[src/sv/bsc_ram.sv]
// Generic simple dual-port RAM: one write port, one read port with registered data.
// No dependencies.
module bsc_ram #(
  parameter int unsigned WIDTH = 8,
  parameter int unsigned DEPTH = 16
) (
  input  logic                     clk_i,
  input  logic                     we_i,
  input  logic [$clog2(DEPTH)-1:0] waddr_i,
  input  logic [WIDTH-1:0]         wdata_i,
  input  logic [$clog2(DEPTH)-1:0] raddr_i,
  output logic [WIDTH-1:0]         rdata_o
);

  logic [WIDTH-1:0] mem [DEPTH];

  always_ff @(posedge clk_i) begin
    if (we_i) begin
      mem[waddr_i] <= wdata_i;
    end
    rdata_o <= mem[raddr_i];
  end

endmodule
[config.mk]
export PLATFORM = sky130hd
export DESIGN_NAME = bsc_ram
export DESIGN_NICKNAME = d
export VERILOG_FILES = /design/src/sv/bsc_ram.sv
export SDC_FILE = /design/constraint.sdc
export NUM_CORES = 1
export LEC_CHECK = 0
export ABC_CLOCK_PERIOD_IN_PS = 2900
export BUFFER_PORTS_ARGS = -buffer_cell sky130_fd_sc_hd__buf_2
export CAP_MARGIN = 20
export CORE_MARGIN = 2
export CORE_UTILIZATION = 40
export CTS_CLUSTER_SIZE = 30
export DETAILED_ROUTE_END_ITERATION = 8
export GPL_TIMING_DRIVEN = 0
export PLACE_DENSITY = 0.58
export SETUP_SLACK_MARGIN = 0.5
export SYNTH_ARGS = -nofsm -noshare
export SYNTH_HDL_FRONTEND = slang
export SYNTH_SLANG_ARGS = --single-unit
[constraint.sdc]
create_clock -name clk_i -period 2.9 [get_ports clk_i]
set_clock_uncertainty 0.1 [all_clocks]
set_input_delay 0.725 -clock clk_i [delete_from_list [all_inputs] [get_ports clk_i]]
set_output_delay 0.725 -clock clk_i [all_outputs]
set_load 0.005 [all_outputs]
==> results.md <==
- WP data required: 2830 ps
- Die X: 117 µm
- Worst-case clock buffer depth: 2
- Filler cells: 1,017
- Yosys warns: 0
- Post-DR wirelength/cell: 21.2 µm
- Remaining Overflow, GRT: 0
- Hold crit path type: reg -> reg
- Hold WS: 587 ps
- Area delta synth->final: 18.7%
- Crit path DAT: 2010 ps
- TritonCTS clock tree: built
- Final Hold Fails: 0
- Max-slew headroom: 44.8%
- Detailed-route via count: 2,362
- Seq/Total Area, Yosys: 77.8%
- First DRT Iteration DRCs: 151
- Final Instance Count excl. Fillers: 461
- Clock share of power: 47.1%
- Chip height: 117 µm
- Total power: 4.57 mW
- Crit end category: flop
- Post-Synthesis Cells: 229
- CTS H-tree lvls: 4
- P_int: 3.70 mW
- Cells after DPL: 429
- Outcome: finished clean
- Commonest cells after routing, fill and taps aside: 128 x edfxtp_1, 28 x buf_2, 18 x mux4_2
- Drt via density: 5.12
- Crit start category: input port
- Leak pwr: 2.05 nW
- Post-Route WL: 9770 µm
- DRC: 0
- Global Route Usage Sum: 15.1%
- #FFs+latches synth: 136
- CTS resizes: 0
- # rows: 41
- IO Count: 26
- Part of the power in registers: 48.3%
- Largest net degree at the start of global routing: 17
- Share of cells above drive strength 1: 29.1%
- Core Area: 12,600 µm²
- CTS root buf: clkbuf_16
- Maximum vdd drop: 0.405 mV
- Fin Setup TNS: 0 ps
- Sw Ratio: 19.0%
- # hold bufs at CTS: 0
- Count of input and output buffers: 24
- Place WS: 370 ps
- Setup violators final: 0
- Initial antenna violation count: 0
- Power per cell area: 748 nW/µm²
- Syn Nets: 247
- Worst path max stage delay: 640 ps
- Switching pwr: 0.868 mW
- Maxcap violations: 0
- Worst setup margin: 811 ps
- Min Tclk post-route: 2090 ps
- Num CTS Buffers: 17
- Period utilization: 72.0%
- Fmax: 479 MHz
- Dpl hpwl: 6180 µm
- Max-slew violations: 0
- Distinct cells, synth: 19
- Dpl cell area: 5510 µm²
- Vias in the first global route: 2,417
- CP max-delay cell: nor2_1
- Postcts setup bufs: 0
- Initial Utilization: 41.0%
- Clock latency on the worst-skew pair: 410 ps
- Commonest non-fill, non-tap cell in the layout: edfxtp_1
- Finished Cell Area: 6110 µm²
- Mapped cell area: 5150 µm²
- Reg clk slew, reported paths: 60 ps
- Crit-path max FO: 8
- Unrepaired setup endpoints after global routing: no
- Final Util: 48.6%
- Final nets: 294
- Worst slew pin tran: 826 ps
- # diodes: 0
- Clk sink count: 136
- Comb pwr share: 4.6%
- Die area: 13,800 µm²
- Routed Antenna Nets: 0
- DRT Pass-1 Iters: 4
- First-pass GRT wire length: 14,500 µm
- Routability cong.: 0.715
- Critical path cell sequence: buf_2 -> or3b_2 -> nor2_1
- Average size of a mapped cell: 22.5 µm²
- Crit Path Class: in -> reg
==> power groups by stage <==
| stage | Sequential (mW) | Clock (mW) | Combinational (mW) |
|---|---|---|---|
| final | 2.21 | 2.15 | 0.208 |
| after global routing | 2.21 | 2.28 | 0.226 |
| after CTS | 2.21 | 2.18 | 0.213 |
| after detailed placement | 2.25 | 0 | 0.212 |
| after global placement | 2.25 | 0 | 0.207 |
| after floorplan | 2.25 | 0 | 0.112 |
==> layout make-up <==
class	instances	area (µm²)	share of cell area, %
Buffer	10	86.3	1.41
Clock buffer	24	482	7.88
Clock inverter	8	119	1.95
Multi-Input combinational cell	83	1060	17.3
Sequential cell	136	4000	65.5
Tap cell	172	215	3.52
Timing Repair Buffer	28	148	2.42
==> metal layers <==
layer	vias to the layer above	routed length (µm)	GRT usage, %	part of all wire [%]
met5	-	0	0	0
met4	0	136	7.23	1.4
met3	9	695	3.89	7.1
met2	85	4840	24.0	50
met1	1201	4090	19.6	42
li1	1067	-	-	-
==> registers in the layout (all words and copies together), names as in the netlist <==
register,cells
mem,128
rdata_o,8
==> cells by family (layout without fill, tap and decap cells) <==
kind of cell / after synthesis / count (layout) / synth area share, %
AND/OR/NAND/NOR: 35 / 35 / 3.18
AO/OA/AOI/OAI: 16 / 16 / 2.33
flip-flops: 136 / 136 / 77.8
buffers and inverters: 10 / 70 / 1.68
multiplexers: 32 / 32 / 15.0
==> synth_stat cells (all sizes together) <==
| master | count | area share [%] |
|---|---|---|
| edfxtp | 128 | 75 |
| mux4 | 32 | 15 |
| a22oi | 16 | 2.3 |
| nor2 | 13 | 0.95 |
| nand2 | 9 | 0.66 |
| dfxtp | 8 | 3.1 |
| buf | 7 | 1.1 |
| nor3 | 4 | 0.39 |
| clkdlybuf4s25 | 3 | 0.58 |
| nand2b | 2 | 0.24 |
| nand3b | 2 | 0.29 |
| and2 | 1 | 0.12 |
| and2b | 1 | 0.15 |
| nand3 | 1 | 0.097 |
| nor2b | 1 | 0.12 |
| or3b | 1 | 0.17 |
==> critical path, delay by kind of cell <==
family	cells	cell delay (ps)
simple gates	2	1170
buf+inv	1	110
==> final timing paths <==
kind / from / depth (start not counted) / endpoint / slack, ps
setup / recovery: waddr_i[2] / 3 / mem[3][6]$_DFFE_PP_ / 810
hold / removal: mem[11][1]$_DFFE_PP_ / 3 / rdata_o[1]$_DFF_P_ / 590
setup reg to reg: mem[1][0]$_DFFE_PP_ / 3 / rdata_o[0]$_DFF_P_ / 1330
hold reg to reg: mem[11][1]$_DFFE_PP_ / 3 / rdata_o[1]$_DFF_P_ / 590
Power figures use the tool's default switching activity.
